**src/rtl/sit_pkg.sv**
```systemverilog
// Shared types and constants for the sorted interval table.
// Used by every module in rtl/; depends on nothing.
package sit_pkg;

  localparam int TIME_W      = 32;
  localparam int ENTRIES_DEF = 16;
  localparam int MAX_RESULTS = 16;
  localparam int NRES_W      = $clog2(MAX_RESULTS + 1);
  localparam int IN_TDATA_W  = 72;
  localparam int OUT_TDATA_W = 64;

  typedef logic [TIME_W-1:0] time_t;

  typedef enum logic [1:0] {
    OP_INSERT   = 2'd0,
    OP_REMOVE   = 2'd1,
    OP_QUERY    = 2'd2,
    OP_READ_ALL = 2'd3
  } op_t;

  typedef enum logic [1:0] {
    STAT_OK        = 2'd0,
    STAT_FULL      = 2'd1,
    STAT_NOT_FOUND = 2'd2,
    STAT_NONE      = 2'd3
  } status_t;

  typedef enum logic [1:0] {
    S_IDLE,
    S_SCAN,
    S_FINISH
  } state_t;

  typedef struct packed {
    time_t t_start;
    time_t t_end;
  } entry_t;

  typedef struct packed {
    logic   hit;
    entry_t ent;
  } cmp_res_t;

  typedef struct packed {
    entry_t  ent;
    status_t status;
    logic    last;
  } result_t;

endpackage

```
**src/rtl/sit_mem.sv**
```systemverilog
// Interval storage: one write port, one read port with registered data.
// Depends on sit_pkg.
module sit_mem #(
  parameter int ENTRIES = sit_pkg::ENTRIES_DEF
) (
  input  logic                       clk,
  input  logic                       wr_en,
  input  logic [$clog2(ENTRIES)-1:0] wr_addr,
  input  sit_pkg::entry_t            wr_data,
  input  logic                       rd_en,
  input  logic [$clog2(ENTRIES)-1:0] rd_addr,
  output sit_pkg::entry_t            rd_data
);

  sit_pkg::entry_t mem [ENTRIES];
  sit_pkg::entry_t rd_data_r;

  always_ff @(posedge clk) begin
    if (wr_en) begin
      mem[wr_addr] <= wr_data;
    end
    if (rd_en) begin
      rd_data_r <= mem[rd_addr];
    end
  end

  assign rd_data = rd_data_r;

endmodule

```
**src/rtl/sit_cmp.sv**
```systemverilog
// Shared compare unit: tests one stored entry against the item's key.
// Depends on sit_pkg.
module sit_cmp (
  input  sit_pkg::op_t     op,
  input  sit_pkg::time_t   key_start,
  input  sit_pkg::time_t   key_end,
  input  logic             clip,
  input  sit_pkg::entry_t  ent,
  output sit_pkg::cmp_res_t res
);

  always_comb begin
    res = '{hit: 1'b0, ent: ent};
    unique case (op)
      sit_pkg::OP_INSERT: begin
        // shift up every entry that starts later than the new one
        res.hit = ent.t_start > key_start;
      end
      sit_pkg::OP_REMOVE: begin
        res.hit = (ent.t_start == key_start) && (ent.t_end == key_end);
      end
      sit_pkg::OP_QUERY: begin
        res.hit = (ent.t_end > key_start) && (ent.t_start < key_end);
        if (clip) begin
          res.ent.t_start = (key_start > ent.t_start) ? key_start : ent.t_start;
          res.ent.t_end   = (key_end < ent.t_end) ? key_end : ent.t_end;
        end
      end
      sit_pkg::OP_READ_ALL: begin
        res.hit = 1'b1;
      end
      default: res.hit = 1'b0;
    endcase
  end

endmodule

```
**src/rtl/sit_seq.sv**
```systemverilog
// Sequencer: walks the table one entry per cycle through the memory read
// port and the shared compare unit, unless stalled. Needs sit_pkg, sit_cmp.
module sit_seq #(
  parameter int ENTRIES = sit_pkg::ENTRIES_DEF
) (
  input  logic                       clk,
  input  logic                       rst_n,
  input  logic                       in_valid,
  output logic                       in_ready,
  input  sit_pkg::op_t               in_op,
  input  sit_pkg::time_t             in_start,
  input  sit_pkg::time_t             in_end,
  input  logic                       in_clip,
  output logic                       res_valid,
  input  logic                       res_ready,
  output sit_pkg::result_t           res,
  output logic                       wr_en,
  output logic [$clog2(ENTRIES)-1:0] wr_addr,
  output sit_pkg::entry_t            wr_data,
  output logic                       rd_en,
  output logic [$clog2(ENTRIES)-1:0] rd_addr,
  input  sit_pkg::entry_t            rd_data
);

  localparam int IDXW = $clog2(ENTRIES);
  localparam int CNTW = $clog2(ENTRIES + 1);
  localparam int NRW  = sit_pkg::NRES_W;

  sit_pkg::state_t  state_r, state_nxt;
  sit_pkg::op_t     op_r, op_nxt;
  sit_pkg::time_t   key_start_r, key_start_nxt;
  sit_pkg::time_t   key_end_r, key_end_nxt;
  logic             clip_r, clip_nxt;
  logic [CNTW-1:0]  count_r, count_nxt;
  logic [CNTW-1:0]  left_r, left_nxt;
  logic [IDXW-1:0]  iss_addr_r, iss_addr_nxt;
  logic             dv_r, dv_nxt;
  logic [IDXW-1:0]  d_addr_r, d_addr_nxt;
  logic             found_r, found_nxt;
  logic             pend_v_r, pend_v_nxt;
  sit_pkg::entry_t  pend_r, pend_nxt;
  sit_pkg::status_t pend_status_r, pend_status_nxt;
  logic [NRW-1:0]   nmatch_r, nmatch_nxt;

  sit_pkg::cmp_res_t cmp;
  logic              listing;
  logic              full;
  logic              scan_done;
  logic              emit_mid;
  logic              stall;
  logic              cap_hit;
  logic [CNTW-1:0]   cnt_m1;

  sit_cmp u_cmp (
    .op        (op_r),
    .key_start (key_start_r),
    .key_end   (key_end_r),
    .clip      (clip_r),
    .ent       (rd_data),
    .res       (cmp)
  );

  assign listing   = (op_r == sit_pkg::OP_QUERY) || (op_r == sit_pkg::OP_READ_ALL);
  assign full      = (count_r == CNTW'(ENTRIES));
  assign scan_done = (left_r == '0) && !dv_r;
  assign emit_mid  = (state_r == sit_pkg::S_SCAN) && listing && dv_r && cmp.hit && pend_v_r;
  assign stall     = emit_mid && !res_ready;
  assign cap_hit   = listing && dv_r && cmp.hit &&
                     (nmatch_r == NRW'(sit_pkg::MAX_RESULTS - 1));
  assign cnt_m1    = count_r - CNTW'(1);

  assign in_ready  = (state_r == sit_pkg::S_IDLE);
  assign res_valid = emit_mid || (state_r == sit_pkg::S_FINISH);
  assign res       = '{ent: pend_r, status: pend_status_r,
                       last: (state_r == sit_pkg::S_FINISH)};

  // next state
  always_comb begin
    state_nxt = state_r;
    unique case (state_r)
      sit_pkg::S_IDLE: begin
        if (in_valid) begin
          if (in_op == sit_pkg::OP_INSERT && full) begin
            state_nxt = sit_pkg::S_FINISH;
          end else begin
            state_nxt = sit_pkg::S_SCAN;
          end
        end
      end
      sit_pkg::S_SCAN: begin
        if (!stall) begin
          if (dv_r && op_r == sit_pkg::OP_INSERT && !cmp.hit) begin
            state_nxt = sit_pkg::S_FINISH;
          end else if (cap_hit || scan_done) begin
            state_nxt = sit_pkg::S_FINISH;
          end
        end
      end
      sit_pkg::S_FINISH: begin
        if (res_ready) begin
          state_nxt = sit_pkg::S_IDLE;
        end
      end
      default: state_nxt = sit_pkg::S_IDLE;
    endcase
  end

  // datapath and memory control
  always_comb begin
    op_nxt          = op_r;
    key_start_nxt   = key_start_r;
    key_end_nxt     = key_end_r;
    clip_nxt        = clip_r;
    count_nxt       = count_r;
    left_nxt        = left_r;
    iss_addr_nxt    = iss_addr_r;
    dv_nxt          = dv_r;
    d_addr_nxt      = d_addr_r;
    found_nxt       = found_r;
    pend_v_nxt      = pend_v_r;
    pend_nxt        = pend_r;
    pend_status_nxt = pend_status_r;
    nmatch_nxt      = nmatch_r;
    wr_en           = 1'b0;
    wr_addr         = d_addr_r;
    wr_data         = rd_data;
    rd_en           = 1'b0;
    rd_addr         = iss_addr_r;

    if (state_r == sit_pkg::S_IDLE && in_valid) begin
      op_nxt          = in_op;
      key_start_nxt   = in_start;
      key_end_nxt     = in_end;
      clip_nxt        = in_clip;
      left_nxt        = count_r;
      // insert walks downward from the top entry, all others upward
      iss_addr_nxt    = (in_op == sit_pkg::OP_INSERT) ? cnt_m1[IDXW-1:0] : '0;
      dv_nxt          = 1'b0;
      found_nxt       = 1'b0;
      pend_v_nxt      = 1'b0;
      nmatch_nxt      = '0;
      pend_nxt        = '0;
      pend_status_nxt = (in_op == sit_pkg::OP_INSERT && full) ?
                        sit_pkg::STAT_FULL : sit_pkg::STAT_OK;
    end else if (state_r == sit_pkg::S_SCAN && !stall) begin
      if (left_r != '0) begin
        rd_en        = 1'b1;
        iss_addr_nxt = (op_r == sit_pkg::OP_INSERT) ? iss_addr_r - IDXW'(1)
                                                     : iss_addr_r + IDXW'(1);
        left_nxt     = left_r - CNTW'(1);
        dv_nxt       = 1'b1;
        d_addr_nxt   = iss_addr_r;
      end else begin
        dv_nxt = 1'b0;
      end

      if (dv_r) begin
        unique case (op_r)
          sit_pkg::OP_INSERT: begin
            wr_en   = 1'b1;
            wr_addr = d_addr_r + IDXW'(1);
            if (!cmp.hit) begin
              wr_data   = '{t_start: key_start_r, t_end: key_end_r};
              count_nxt = count_r + CNTW'(1);
            end
          end
          sit_pkg::OP_REMOVE: begin
            if (found_r) begin
              // close the gap: move this entry down one place
              wr_en   = 1'b1;
              wr_addr = d_addr_r - IDXW'(1);
            end else if (cmp.hit) begin
              found_nxt = 1'b1;
            end
          end
          sit_pkg::OP_QUERY, sit_pkg::OP_READ_ALL: begin
            if (cmp.hit) begin
              pend_nxt   = cmp.ent;
              pend_v_nxt = 1'b1;
              nmatch_nxt = nmatch_r + NRW'(1);
            end
          end
          default: ;
        endcase
      end

      if (scan_done) begin
        case (op_r)
          sit_pkg::OP_INSERT: begin
            // every stored entry starts later: new entry goes first
            wr_en     = 1'b1;
            wr_addr   = '0;
            wr_data   = '{t_start: key_start_r, t_end: key_end_r};
            count_nxt = count_r + CNTW'(1);
          end
          sit_pkg::OP_REMOVE: begin
            if (found_r) begin
              count_nxt = cnt_m1;
            end else begin
              pend_status_nxt = sit_pkg::STAT_NOT_FOUND;
            end
          end
          default: begin
            if (!pend_v_r) begin
              pend_status_nxt = sit_pkg::STAT_NONE;
            end
          end
        endcase
      end
    end
  end

  always_ff @(posedge clk) begin
    if (!rst_n) begin
      state_r  <= sit_pkg::S_IDLE;
      count_r  <= '0;
      dv_r     <= 1'b0;
      found_r  <= 1'b0;
      pend_v_r <= 1'b0;
      left_r   <= '0;
      nmatch_r <= '0;
    end else begin
      state_r  <= state_nxt;
      count_r  <= count_nxt;
      dv_r     <= dv_nxt;
      found_r  <= found_nxt;
      pend_v_r <= pend_v_nxt;
      left_r   <= left_nxt;
      nmatch_r <= nmatch_nxt;
    end
  end

  always_ff @(posedge clk) begin
    op_r          <= op_nxt;
    key_start_r   <= key_start_nxt;
    key_end_r     <= key_end_nxt;
    clip_r        <= clip_nxt;
    iss_addr_r    <= iss_addr_nxt;
    d_addr_r      <= d_addr_nxt;
    pend_r        <= pend_nxt;
    pend_status_r <= pend_status_nxt;
  end

endmodule

```
**src/rtl/sorted_interval_table_top.sv**
```systemverilog
// Top level of the sorted interval table: stream ports, sequencer, storage
// and output register. Depends on sit_pkg, sit_mem and sit_seq.
//
// Keeps up to ENTRIES time intervals sorted by start time and serves one
// operation per input item: insert (after all entries with a start not
// later, so equal starts keep arrival order; status full when no room),
// remove (first entry with matching start and end, else status not found),
// overlap query (entries with end after the window start and start before
// the window end, in table order, optionally clipped to the window) and
// read-all. Insert and remove give one status item; query and read-all give
// one item per listed entry, at most 16, the final one marked by tlast, or
// a single status item "none" when nothing is listed. Status items carry
// zero start and end. The sequencer visits the stored entries one per cycle
// through the single memory read port and the shared compare unit, unless
// a stalled consumer holds it. An item passes through its acceptance, one
// read per stored entry, the registered read data, the close of the scan
// and a final state that gives the last result. An insert stops as soon as
// it finds its slot; an insert into a full table goes straight to the final
// state. The input is not ready while an item is being worked on. Results
// pass through a one-item output register, so a waiting result does not
// block the next input item; a stalled consumer pauses the scan in place.
module sorted_interval_table_top #(
  parameter int ENTRIES = sit_pkg::ENTRIES_DEF
) (
  input  logic                            clk,
  input  logic                            rst_n,
  input  logic                            in_tvalid,
  output logic                            in_tready,
  // [31:0] start_time, [63:32] end_time, [64] clip_to_window, rest zero
  input  logic [sit_pkg::IN_TDATA_W-1:0]  in_tdata,
  // [1:0] op
  input  logic [1:0]                      in_tuser,
  output logic                            out_tvalid,
  input  logic                            out_tready,
  // [31:0] out_start, [63:32] out_end
  output logic [sit_pkg::OUT_TDATA_W-1:0] out_tdata,
  // [1:0] status
  output logic [1:0]                      out_tuser,
  output logic                            out_tlast
);

  localparam int IDXW = $clog2(ENTRIES);

  logic             wr_en;
  logic [IDXW-1:0]  wr_addr;
  sit_pkg::entry_t  wr_data;
  logic             rd_en;
  logic [IDXW-1:0]  rd_addr;
  sit_pkg::entry_t  rd_data;

  logic             res_valid;
  logic             res_ready;
  sit_pkg::result_t res;

  logic             out_valid_r;
  sit_pkg::result_t out_res_r;

  sit_mem #(
    .ENTRIES (ENTRIES)
  ) u_mem (
    .clk     (clk),
    .wr_en   (wr_en),
    .wr_addr (wr_addr),
    .wr_data (wr_data),
    .rd_en   (rd_en),
    .rd_addr (rd_addr),
    .rd_data (rd_data)
  );

  sit_seq #(
    .ENTRIES (ENTRIES)
  ) u_seq (
    .clk       (clk),
    .rst_n     (rst_n),
    .in_valid  (in_tvalid),
    .in_ready  (in_tready),
    .in_op     (sit_pkg::op_t'(in_tuser)),
    .in_start  (in_tdata[31:0]),
    .in_end    (in_tdata[63:32]),
    .in_clip   (in_tdata[64]),
    .res_valid (res_valid),
    .res_ready (res_ready),
    .res       (res),
    .wr_en     (wr_en),
    .wr_addr   (wr_addr),
    .wr_data   (wr_data),
    .rd_en     (rd_en),
    .rd_addr   (rd_addr),
    .rd_data   (rd_data)
  );

  // Output register: take a new item whenever the held one is gone or leaving.
  assign res_ready = !out_valid_r || out_tready;

  always_ff @(posedge clk) begin
    if (!rst_n) begin
      out_valid_r <= 1'b0;
    end else if (res_ready) begin
      out_valid_r <= res_valid;
    end
  end

  always_ff @(posedge clk) begin
    if (res_ready && res_valid) begin
      out_res_r <= res;
    end
  end

  assign out_tvalid = out_valid_r;
  assign out_tdata  = {out_res_r.ent.t_end, out_res_r.ent.t_start};
  assign out_tuser  = out_res_r.status;
  assign out_tlast  = out_res_r.last;

endmodule

```
**config.mk**
```make
export PLATFORM = sky130hd
export DESIGN_NAME = sorted_interval_table_top
export DESIGN_NICKNAME = d
export VERILOG_FILES = /design/src/rtl/sit_pkg.sv /design/src/rtl/sit_mem.sv /design/src/rtl/sit_cmp.sv /design/src/rtl/sit_seq.sv /design/src/rtl/sorted_interval_table_top.sv
export SDC_FILE = /design/constraint.sdc
export NUM_CORES = 1
export LEC_CHECK = 0
export BUFFER_PORTS_ARGS = -buffer_cell sky130_fd_sc_hd__clkbuf_2
export CORE_MARGIN = 5
export CORE_UTILIZATION = 25
export CTS_CLUSTER_SIZE = 20
export DETAILED_ROUTE_END_ITERATION = 8
export PLACE_DENSITY = 0.36
export SYNTH_ARGS = -nofsm -noshare
export SYNTH_HDL_FRONTEND = slang
export SYNTH_SLANG_ARGS = --single-unit
```
**constraint.sdc**
```tcl
create_clock -name clk -period 14.8 [get_ports clk]
set_input_delay 2.22 -clock clk [delete_from_list [all_inputs] [get_ports clk]]
set_output_delay 2.22 -clock clk [all_outputs]
set_load 0.02 [all_outputs]
```
* Yosys cells after proc, flatten, opt, wreduce, memory -nomap -nowiden
Memories as Yosys holds them, arrays and structs flattened. A register that Yosys moved wholly into a read port is not among the register bits.
Cells that the tools add are included.
** Word-level totals
- Memories :: 1
- Bits in registers :: 229
- Memory bits (writable) :: 1024
- Output and inout port bits :: 69
- Word-level logic and storage cells :: 157
** Memories
- u_mem.mem :: depth 16, width 64, read ports 1, clocked after Yosys merged registers in 1, write ports 1, line sit_mem.sv:15 : sit_pkg::entry_t mem [ENTRIES];
** Cells by class
- Reductions and logical operators :: 43
- $lt $le $gt $ge :: 5
- $add $sub $neg :: 8
- Equality and inequality tests :: 16
- Mux-type cells :: 61
- Bitwise gates (word level) :: 2
** Operator list (count)
- 64-bit 2-to-1 mux :: 9
- 32-bit greater-than comparator :: 3
- 32-bit == test :: 2
- 32-bit less-than comparator :: 2
- 32-bit 2-to-1 mux :: 2
- 4-bit 2-to-1 mux :: 11
- 5-bit 2-to-1 mux :: 8
- 2-bit 2-to-1 mux :: 11
- 1-bit logical AND :: 17
- 1-bit 2-to-1 mux :: 14
- 5-bit by 1-bit adder with 5-bit output, second input constant :: 2
- 5-bit one-hot mux with 2 select lines :: 1
- 5-bit by 1-bit subtractor with 5-bit output, second input constant :: 2
- 4-bit by 1-bit adder with 4-bit output, second input constant :: 2
- 2-bit != test, second input constant :: 4
- 4-bit one-hot mux with 2 select lines :: 1
- 4-bit AND reduction :: 2
- 4-bit by 1-bit subtractor with 4-bit output, second input constant :: 2
- 2-bit == test, second input constant :: 3
- 2-bit zero test :: 3
- 3-bit != test, second input constant :: 2
- 2-bit one-hot mux with 3 select lines :: 1
- 3-bit AND reduction :: 2
- 2-bit nonzero test :: 3
- other kinds (15) :: 26

* Depth between registers and ports, before layout
Gate-level depths: netlist (run 1).
- Depth in word-level cells :: 13
- Depth in mapped cells :: 13
- Mapped depth without buffers :: 11

* By module
Synthesis (run 1) repeated with hierarchy kept, for this count alone.
** Unflattened totals
- Cells, all modules :: 2902
- Area, all modules :: 53441.3 µm²
** Modules (own cells, without submodules)
- sit_mem :: area each 40222.3 µm², sequential area each 32671.3 µm², times used 1, cells each 1647
- sit_seq :: area each 7230.7 µm², sequential area each 3993.8 µm², times used 1, cells each 658
- sit_cmp :: area each 3918.8 µm², sequential area each 0.0 µm², times used 1, cells each 525
- sorted_interval_table_top :: area each 2069.5 µm², sequential area each 2031.9 µm², times used 1, cells each 72

* Worst setup path before layout (run 1)
No wires, ideal clock.
- Path type :: input to register
- Start :: input out_tready
- End :: memory u_mem.mem[0][0] (netlist bit) (enable)
- Path buffers :: 2
- Data required time :: 14.307 ns
- Cell stages on the path :: 7
- Slack :: 8.064 ns
- Library setup time :: 0.493 ns
- Data arrival time :: 6.243 ns
- Path through :: nor2b_1 a31oi_1 or2_1 buf_4 buf_6 o32ai_4 nor2b_1
** Between the ends
- Cells in the longest elaborated chain, start to end :: 9
- Elaborated cells between the ends (all ways) :: 11
- Those cells by class :: 6 x mux; 5 x reduce/logical
** Ends and longest elaborated chain
- from (decl) :: line sorted_interval_table_top.sv:34 : input logic out_tready,
- 1-bit logical OR * :: line sorted_interval_table_top.sv:93 : assign res_ready = !out_valid_r || out_tready;
- 1-bit zero test * :: line sit_seq.sv:67 : assign stall = emit_mid && !res_ready;
- 1-bit logical AND * :: line sit_seq.sv:67
- 1-bit zero test *
- 1-bit logical AND * :: line sit_seq.sv:145 : end else if (state_r == sit_pkg::S_SCAN && !stall) begin
- 1-bit 2-to-1 mux :: line sit_seq.sv:145
- 1-bit 2-to-1 mux :: line sit_seq.sv:130 : if (state_r == sit_pkg::S_IDLE && in_valid) begin
- 1-bit 2-to-1 mux :: line sit_mem.sv:19 : if (wr_en) begin
- 1-bit 2-to-1 mux (implied by the code) :: line sit_mem.sv:20 : mem[wr_addr] <= wr_data;
- to (decl) :: line sit_mem.sv:15
Mark *: on every way between the ends. The rest lies on a longest branch, timed or not.

* Worst setup path in the final report (run 1)
- Start :: register u_seq.key_start_r[23]
- End :: memory u_mem.mem[9][26] (netlist bit) (enable)
** Between the ends
- Cells in the longest elaborated chain, start to end :: 12
- Elaborated cells between the ends (all ways) :: 17
- Those cells by class :: 2 x order compare; 1 x eq/ne; 7 x mux; 7 x reduce/logical
** Ends and longest elaborated chain
- from (decl) :: line sit_seq.sv:31 : sit_pkg::time_t key_start_r, key_start_nxt;
- from (signal assigned) :: line sit_seq.sv:235 : key_start_r <= key_start_nxt;
- 32-bit greater-than comparator / 32-bit == test (equally long branches) :: line sit_cmp.sv:23, sit_cmp.sv:20
- 1-bit logical AND (on tied branches) :: line sit_cmp.sv:23, sit_cmp.sv:20
- 1-bit one-hot mux with 4 select lines * :: line sit_cmp.sv:14 : unique case (op)
- 1-bit logical AND * (2 in series) :: line sit_seq.sv:66 : assign emit_mid = (state_r == sit_pkg::S_SCAN) && listing && dv_r && cmp.hit && pend_v_r;
- 1-bit logical AND * :: line sit_seq.sv:67
- 1-bit zero test *
- 1-bit logical AND * :: line sit_seq.sv:145
- 1-bit 2-to-1 mux :: line sit_seq.sv:145
- 1-bit 2-to-1 mux :: line sit_seq.sv:130
- 1-bit 2-to-1 mux :: line sit_mem.sv:19
- 1-bit 2-to-1 mux (implied by the code) :: line sit_mem.sv:20
Marks and branches as above.

==> results of run 1 <==
## through the flow
stage | hold slack (ns) | std cells | cell area, sq um | power, W
after floorplan | 0.400 | 2757 | 53500 | 0.00594
after global placement | 0.419 | 5652 | 57800 | 0.00669
after detailed placement | 0.412 | 5652 | 57800 | 0.00672
after CTS | 0.425 | 5940 | 63000 | 0.0107
after global routing | 0.434 | 5942 | 63100 | 0.0110
final | 0.423 | 5943 | 63100 | 0.0105
## cell type report
| cell class | instances | area, sq um | share of cell area (%) |
|---|---|---|---|
| clock inverters | 92 | 1090 | 1.73 |
| flip-flops and latches | 1317 | 38700 | 61.4 |
| multi-input cells | 1159 | 13800 | 21.9 |
| well taps | 2821 | 3530 | 5.60 |
| clock buffers | 196 | 4140 | 6.56 |
| repair buffers | 209 | 1230 | 1.96 |
| diodes | 1 | 2.50 | 0.00397 |
| inverters | 148 | 561 | 0.889 |
## sequential cells by signal (all words and copies together), names as in the netlist
register	count
u_seq.res	64
u_seq.state_r	2
u_seq.op_r	2
u_seq.pend_status_r	2
u_seq.pend_v_r	1
u_seq.nmatch_r	5
u_mem.rd_data	64
u_seq.found_r	1
out_tuser	2
u_seq.count_r	5
out_tlast	1
out_tvalid	1
u_seq.key_start_r	32
u_seq.left_r	5
u_seq.dv_r	1
u_seq.key_end_r	32
u_seq.clip_r	1
u_seq.rd_addr	4
u_mem.mem	1024
u_seq.d_addr_r	4
out_tdata	64
## kinds of logic (layout without fill, tap and decap cells)
group / after synthesis / in the layout
AOI/OAI and AO/OA: 353 / 353
buffers and inverters: 281 / 645
and+or+nand+nor: 246 / 246
xor gates and xnor gates: 7 / 7
other: 0 / 1
DFF: 1317 / 1317
muxes: 416 / 416
adders and majority gates: 137 / 137
## report_power, final
group          switching, W  leakage [nW]  total [W]  internal [W]
combinational       0.00120          6.35    0.00200      0.000799
sequential         0.000131          11.8    0.00458       0.00445
clock               0.00161          2.54    0.00391       0.00230
total               0.00294          20.7     0.0105       0.00755
## cell usage after synthesis, types with 6 or more instances
cell,number,area share (%)
a31oi_1,8,0.094
o21ai_1,8,0.075
edfxtp_1,1232,69
buf_4,9,0.13
buf_1,32,0.22
or3_1,6,0.070
mux2i_1,95,1.8
a211oi_2,41,0.96
nand3_1,23,0.22
buf_2,11,0.10
dfxtp_1,85,3.2
a21o_1,14,0.20
nand2_1,35,0.25
clkbuf_1,75,0.53
nor3_1,14,0.13
inv_1,148,1.0
o21ai_0,31,0.29
nor2b_1,23,0.27
ha_1,136,3.2
buf_6,6,0.13
nand4_1,26,0.30
mux4_2,320,13
nor2_1,75,0.53
a21oi_1,163,1.5
a211oi_1,31,0.44
nor4_1,12,0.14
## per-layer routing
| metal | GRT usage, % | part of all wire [%] | vias to the layer above |
|---|---|---|---|
| met1 | 20.3 | 45 | 15000 |
| met4 | 3.37 | 1.8 | 0 |
| li1 | - | - | 11800 |
| met3 | 2.32 | 3.3 | 198 |
| met5 | 0 | 0 | - |
| met2 | 26.1 | 50 | 580 |
## worst paths after layout
| path | start | to | slack, ns | depth (start not counted) |
|---|---|---|---|---|
| max | u_seq.key_start_r[23] | u_mem.mem[9][26] | 6.81 | 14 |
| min | u_seq.res[51] | out_tdata[16] | 0.42 | 0 |
| max reg2reg | u_seq.key_start_r[23] | u_mem.mem[9][26] | 6.81 | 14 |
| min reg2reg | u_seq.res[51] | out_tdata[16] | 0.42 | 0 |
==> flow_metrics.tcl, run 1 <==
set metrics [dict create \
    cp_max_fo 56 \
    grt_start_max_net_pins 128 \
    grt_pass1_vias 29400 \
    clock_buffer_depth 3 \
    compound_gate_portion_of_the_synthesized_area_pct 4.51 \
    period_minus_slack_ns 7.99 \
    placementRows 169 \
    skew_final_ns 0.0359 \
    synth-warning-count 0 \
    leftover_overflow_at_the_end_of_global_routing 0 \
    synth_adder_area_share_pct 3.22 \
    timing.final.crit_share_pct 54.0 \
    die_w_um 472 \
    crit_path_frequent_cell "buf_4" \
    final.setup.tns_ns 0 \
    largest_incremental_delay_on_the_critical_path_ns 0.97 \
    grt_antenna_before_repair 5 \
    die_height_um 472 \
    layout.cells.most_common "edfxtp_1" \
    post_cts_hold_buffer_count 0 \
    initial_core_util_pct 25.2 \
    yosys.area_share.xor_xnor_pct 0.115 \
    worst_skew_pair.late_latency_ns 0.81 \
    post-dp-hpwl_mm 104 \
    rsz0062_at_grt "no" \
    postSynthNetCount 2972 \
    timing.final.hold_violations 0 \
    count_of_cell_types_in_the_netlist 70 \
    worst_ep_required_time_ns 15.23 \
    fraction_of_the_mapped_netlist_area_in_simple_logic_gates_pct 2.35 \
    fillers 20800 \
    ctsRootBufferMaster "clkbuf_16" \
    total_buffers_and_inverters_traversed_by_the_critical_path 4 \
    outcome "completed" \
    synth-seq-cells 1317 \
    cts_sinks 1317 \
    tritoncts "yes" \
    ys_async_sr_fraction_pct 0 \
    finalWorstSetupSlack_ns 6.81 \
    post_synth_inst_count 2757 \
    htree_num_levels 4 \
    io-pin-count 147 \
    power.density_nw_per_um2 166 \
    detail_route.wirelength_mm 171 \
    die_area_sq_um 223000 \
    pre_cts_slack_ns 6.74 \
    synth_area_sq_um 53500 \
    worstSetupEndpointType "register" \
    slew_viol_final 0 \
    io_buffers 139 \
    drive_above_1_share_pct 27.0 \
    timing.max_slew.rel_slack_pct 9.58 \
    cts_post_setup_buffers_inserted 0 \
    vdd_ir_drop_max_uv 101 \
    tightestPinTransition_ns 1.32 \
    grt_first_pass_wirelength_mm 239 \
    route.detailed.wl_per_inst_um 28.8 \
    hold_path_class "register to register" \
    cp-start-kind "register" \
    finalNetCount 3206 \
    critPathArrivalTime_ns 8.42 \
    design.core.area_sq_um 213000 \
    synth-edff-count 1232 \
    seq_area_frac_synth_pct 72.4 \
    detailedRoute.firstIterationViolations 2131 \
    power.static_leakage_nw 20.7 \
    timing.critical_path.max_delay_family "compound AO/OA/AOI/OAI gates" \
    final_core_util_pct 29.7 \
    clk_pin_slew_ns 0.06 \
    syn_to_layout_area_delta_pct 17.9 \
    crit_type "register to register" \
    via_density 4.64 \
    crit_path_top_delay_cell "nor2_4" \
    drtAntennaViolNets 0 \
    setup_violating_endpoint_count_in_the_final_report 0 \
    cts.repair.resized 0 \
    synth.area.mux_share_pct 15.3 \
    combinational_family_with_the_most_area_after_synthesis "multiplexers" \
    syn_area_per_cell_sq_um 19.4 \
    postSynth.topFlopCell "edfxtp_1" \
    num_vias 27600 \
    detailedRoute.firstPassIterationCount 5 \
    timing.critical_path.cells "inv_1 -> ha_1 -> a21oi_1 -> o21ai_0 -> a221oi_1 -> o21ai_1 -> a311o_1 -> a211oi_2 -> or2_4 -> buf_4 -> nand4_1 -> nor2_4 -> buf_4 -> buf_4" \
    grt_usage_pct 15.2 \
    route.detailed.drc 0 \
    mostFrequentLayoutCells "1232 x edfxtp_1, 320 x mux4_2, 163 x a21oi_1, 157 x clkbuf_16, 147 x inv_1" \
    numCtsBuffers 156 \
    globalplace.congestion 0.781 \
    cap_violations 0 \
    fmax_ghz 0.125 \
]
Power figures use the tool's default switching activity.
==> inputs of run 2 (changes only) <==
--- a/config.mk
+++ b/config.mk
@@ -10,7 +10,7 @@
 export CORE_UTILIZATION = 25
 export CTS_CLUSTER_SIZE = 20
 export DETAILED_ROUTE_END_ITERATION = 8
-export PLACE_DENSITY = 0.36
+export PLACE_DENSITY = 0.37
 export SYNTH_ARGS = -nofsm -noshare
 export SYNTH_HDL_FRONTEND = slang
 export SYNTH_SLANG_ARGS = --single-unit
==> constraint.sdc (replaced) <==
create_clock -name clk -period 7.1 [get_ports clk]
set_input_delay 1.065 -clock clk [delete_from_list [all_inputs] [get_ports clk]]
set_output_delay 1.065 -clock clk [all_outputs]
set_load 0.02 [all_outputs]
==> flow_metrics.tcl, run 2 (synthesized netlist as in run 1, its figures left out) <==
set metrics [dict create \
    design.core.area_sq_um 213000 \
    period_minus_slack_ns 5.64 \
    placementRows 169 \
    grt_busiest_layer "met2" \
    ctsRootBufferMaster "clkbuf_16" \
    initial_core_util_pct 25.2 \
    final-seq-area_sq_um 38700 \
    worst_skew_pair.late_latency_ns 0.81 \
    io-pin-count 147 \
    multiInputGateArea_sq_um 13800 \
    power.density_nw_per_um2 342 \
    cts.repair.resized 0 \
    htree_num_levels 4 \
    num_vias 27700 \
    crit_type "register to register" \
    setup_violating_endpoint_count_in_the_final_report 0 \
    tightestPinTransition_ns 1.31 \
    grt_antenna_before_repair 14 \
    grt_first_pass_wirelength_mm 236 \
    cap_violations 0 \
    largest_register_ff_count 1024 \
    grt_usage_pct 15.0 \
    die_height_um 472 \
    skew_final_ns 0.0429 \
    outcome "completed" \
    cts_post_setup_buffers_inserted 0 \
    fmax_ghz 0.177 \
    clock_buffer_depth 3 \
    fillers 20800 \
    post-dp-hpwl_mm 102 \
    route.detailed.wl_per_inst_um 28.6 \
    rsz0062_at_grt "no" \
    total_power_draw_w 0.0217 \
    detailedRoute.firstIterationViolations 2135 \
    die_w_um 472 \
    grt_met2_usage_pct 25.4 \
    worstSetupEndpointType "register" \
    numCtsBuffers 153 \
    leftover_overflow_at_the_end_of_global_routing 0 \
    drtAntennaViolNets 0 \
    hold_path_class "register to register" \
    vdd_ir_drop_max_uv 258 \
    drive_above_1_share_pct 26.9 \
    critPathArrivalTime_ns 6.05 \
    met3_usage_pct 2.54 \
    slew_viol_final 0 \
    cts_sinks 1317 \
    io_buffers 139 \
    die_area_sq_um 223000 \
    cp_max_fo 33 \
    timing.final.crit_share_pct 79.5 \
    clk_pin_slew_ns 0.06 \
    post_cts_hold_buffer_count 0 \
    via_density 4.65 \
    grt_pass1_vias 29200 \
    global_route.usage.met1_pct 20.3 \
    worst_ep_required_time_ns 7.51 \
    final.setup.tns_ns 0 \
    detail_route.wirelength_mm 170 \
    syn_to_layout_area_delta_pct 18.5 \
    grt_start_max_net_pins 110 \
    finalNetCount 3221 \
    timing.final.hold_violations 0 \
    globalplace.congestion 0.760 \
    cp-start-kind "register" \
    layout.cells.most_common "edfxtp_1" \
    power.static_leakage_nw 20.8 \
    mostFrequentLayoutCells "1232 x edfxtp_1, 320 x mux4_2, 163 x a21oi_1, 153 x clkbuf_16, 147 x inv_1" \
    regMostFlops "u_mem.mem" \
    route.detailed.drc 0 \
    detailedRoute.firstPassIterationCount 5 \
    timing.max_slew.rel_slack_pct 9.99 \
    tritoncts "yes" \
]
-- run 2: power by group --
| group | leakage (nW) | total (W) | switching, W | internal [W] |
|---|---|---|---|---|
| registers | 11.8 | 0.00952 | 0.000252 | 0.00926 |
| clock network | 2.46 | 0.00792 | 0.00329 | 0.00462 |
| logic | 6.58 | 0.00422 | 0.00252 | 0.00170 |
| total | 20.8 | 0.0217 | 0.00607 | 0.0156 |
-- run 2: critical path, stage by stage, from the launching register on --
cell and delay, ns:
edfxtp_1 0.53, ha_1 0.40, a21oi_1 0.14, o21ai_0 0.11, a221oi_1 0.56, o21ai_1 0.29
a311o_1 0.49, a211oi_2 0.65, or2_4 0.54, nand2_4 0.12, buf_4 0.32, mux2i_1 1.03
-- run 2: cell type report --
type,instances,share of cell area [%]
antenna,1,0.00395
timing repair buffer,227,2.73
inverter,148,0.885
clock buffer,198,6.45
tap,2821,5.57
multi-input combinational,1159,21.7
clock inverter,83,1.55
sequential,1317,61.1
-- run 2: metrics by stage --
step | hold WS, ns | cell area (sq um) | utilization, % | instances | setup WS, ns
floorplan | 0.400 | 53500 | - | 2757 | 1.03
global placement | 0.409 | 58300 | 27.4 | 5670 | 1.47
detailed placement | 0.416 | 58300 | 27.4 | 5670 | 1.42
CTS | 0.351 | 63300 | 29.8 | 5951 | 1.37
global route | 0.379 | 63400 | 29.8 | 5954 | 1.19
finish | 0.418 | 63400 | 29.8 | 5954 | 1.46
-- run 2: final timing paths --
| check | start | end | slack [ns] | cells past startpoint |
|---|---|---|---|---|
| worst max-delay path | u_mem.rd_data[23] | u_mem.mem[2][62] | 1.46 | 11 |
| worst min-delay path | u_seq.res[48] | out_tdata[13] | 0.42 | 0 |
| worst max register to register | u_mem.rd_data[23] | u_mem.mem[2][62] | 1.46 | 11 |
| worst min register to register | u_seq.res[48] | out_tdata[13] | 0.42 | 0 |
-- run 2: routing by layer --
| layer | part of all wire [%] | vias up | routed length [um] |
|---|---|---|---|
| li1 | - | 11800 | - |
| met1 | 45 | 15000 | 75700 |
| met2 | 49 | 749 | 83600 |
| met5 | 0 | - | 0 |
| met4 | 2.0 | 0 | 3470 |
| met3 | 4.3 | 187 | 7230 |
==> inputs of run 3 (changes only) <==
--- a/config.mk
+++ b/config.mk
@@ -10,7 +10,7 @@
 export CORE_UTILIZATION = 25
 export CTS_CLUSTER_SIZE = 20
 export DETAILED_ROUTE_END_ITERATION = 8
-export PLACE_DENSITY = 0.37
+export PLACE_DENSITY = 0.36
 export SYNTH_ARGS = -nofsm -noshare
 export SYNTH_HDL_FRONTEND = slang
 export SYNTH_SLANG_ARGS = --single-unit
==> constraint.sdc (replaced) <==
create_clock -name clk -period 5.9 [get_ports clk]
set_input_delay 0.885 -clock clk [delete_from_list [all_inputs] [get_ports clk]]
set_output_delay 0.885 -clock clk [all_outputs]
set_load 0.02 [all_outputs]
==> flow_metrics.tcl, run 3 (synthesized netlist as in run 1, its figures left out) <==
set metrics [dict create \
    outcome "completed" \
    timing.final.hold_violations 0 \
    pre_cts_slack_ns 0.599 \
    io_buffers 139 \
    cp_max_fo 16 \
    grt_pass1_vias 29400 \
    grt_start_max_net_pins 102 \
    placementRows 169 \
    cap_violations 0 \
    reg2reg_from "u_mem.rd_data[37]" \
    timing.max_slew.rel_slack_pct 15.1 \
    power.static_leakage_nw 21.1 \
    detailedRoute.firstIterationViolations 2147 \
    worst_skew_pair.late_latency_ns 0.81 \
    finalNetCount 3249 \
    finalWorstSetupSlack_ns 0.621 \
    drive_above_1_share_pct 27.6 \
    num_vias 27600 \
    tritoncts "yes" \
    power.density_nw_per_um2 410 \
    vdd_ir_drop_max_uv 408 \
    critPathArrivalTime_ns 5.69 \
    post_cts_hold_buffer_count 0 \
    cts_sinks 1317 \
    reg2reg_slack_ns 0.62 \
    crit_cells 11 \
    slew_viol_final 0 \
    final.setup.tns_ns 0 \
    timing.final.crit_share_pct 89.5 \
    crit_type "register to register" \
    num_antenna_cells 0 \
    layout.cells.most_common "edfxtp_1" \
    fillers 20700 \
    detail_route.wirelength_mm 172 \
    detailedRoute.firstPassIterationCount 5 \
    via_density 4.61 \
    placed_cells_incl_taps 5697 \
    die_w_um 472 \
    multiInputGateArea_sq_um 13800 \
    htree_num_levels 4 \
    cp-start-kind "register" \
    period_minus_slack_ns 5.28 \
    clk_pin_slew_ns 0.06 \
    timing.critical_path.cells "inv_1 -> ha_1 -> a21oi_1 -> o21ai_0 -> a221o_1 -> o31a_1 -> o311ai_2 -> o21ai_1 -> nand2_4 -> buf_4 -> mux2i_1" \
    min_delay_path_depth 1 \
    hold_path_class "input port to register" \
    worst_ep_required_time_ns 6.31 \
    stdcell_count 5985 \
    largest_incremental_delay_on_the_critical_path_ns 1.00 \
    worstReg2RegEnd "u_mem.mem[6][47]" \
    crit_path_top_delay_cell "mux2i_1" \
    total_buffers_and_inverters_traversed_by_the_critical_path 2 \
    timing.critical_path.from "u_mem.rd_data[37]" \
    worstSetupEndpointType "register" \
    timing.reg2reg.worst_path_depth 11 \
    tightestPinTransition_ns 1.24 \
    rsz0062_at_grt "no" \
    syn_to_layout_area_delta_pct 19.4 \
    die_area_sq_um 223000 \
    grt_first_pass_wirelength_mm 240 \
    skew_final_ns 0.0361 \
    final-seq-area_sq_um 38700 \
    timing.critical_path.max_delay_family "compound AO/OA/AOI/OAI gates" \
    drtAntennaViolNets 0 \
    initial_core_util_pct 25.2 \
    critical_path.endpoint "u_mem.mem[6][47]" \
    globalplace.congestion 0.770 \
    die_height_um 472 \
    mostFrequentLayoutCells "1232 x edfxtp_1, 320 x mux4_2, 163 x a21oi_1, 160 x clkbuf_16, 147 x inv_1" \
    post-dp-hpwl_mm 104 \
    leftover_overflow_at_the_end_of_global_routing 0 \
    grt_usage_pct 15.3 \
    route.detailed.drc 0 \
    route.detailed.wl_per_inst_um 28.7 \
    setup_violating_endpoint_count_in_the_final_report 0 \
    io-pin-count 147 \
    holdCritStartpoint "in_tdata[32]" \
    fmax_ghz 0.189 \
    grt_antenna_before_repair 6 \
    cts_post_setup_buffers_inserted 0 \
    numCtsBuffers 156 \
    cts.repair.resized 0 \
    largest_register_ff_count 1024 \
    regMostFlops "u_mem.mem" \
    clock_buffer_depth 3 \
    design.core.area_sq_um 213000 \
    ctsRootBufferMaster "clkbuf_16" \
]
run 3: changes by cell type in the layout (fill, tap and decap cells not counted), sizes merged:
cell      previous run  this run
buf                 88       113
bufinv              14        13
clkbuf             337       351
clkinv              55        52
clkinvlp             6         5
diode                1         0
inv                156       154
run 3: area by class of cell:
cell class                 count  share of cell area, %
sequential                  1317                   60.6
multi-input combinational   1159                   21.6
clock buffer                 212                   6.76
tap                         2821                   5.53
timing repair buffer         252                   3.36
clock inverter                76                   1.29
inverter                     148                  0.878
run 3: through the flow:
stage / utilization, % / hold WS, ns / total power, W / area [sq um]
floorplan: - / 0.400 / 0.0149 / 53500
global placement: 27.6 / 0.414 / 0.0169 / 58700
detailed placement: 27.6 / 0.416 / 0.0170 / 58700
CTS: 30.0 / 0.167 / 0.0267 / 63800
global route: 30.0 / 0.191 / 0.0273 / 63800
finish: 30.0 / 0.262 / 0.0262 / 63800
run 3: worst min path at each step:
stage	endpoint	slack [ns]
floorplan	out_tuser[0]	0.40
global placement	out_tuser[0]	0.41
detailed placement	out_tuser[1]	0.42
CTS	u_seq.key_end_r[0]	0.17
global route	u_seq.key_end_r[13]	0.19
finish	u_seq.key_end_r[0]	0.26
run 3: power by group:
| group | internal [W] | leakage [nW] | total, W | switching [W] |
|---|---|---|---|---|
| registers | 0.0111 | 11.8 | 0.0114 | 0.000294 |
| clock network | 0.00572 | 2.50 | 0.00958 | 0.00386 |
| logic | 0.00210 | 6.76 | 0.00519 | 0.00309 |
| total | 0.0190 | 21.1 | 0.0262 | 0.00725 |
run 3: metal layers:
layer	track usage (%)	routed length (um)	vias to the layer above
met5	0	0	-
met1	21.0	78400	15000
met4	3.69	3820	0
met2	25.5	83700	568
li1	-	-	11900
met3	2.29	5620	220
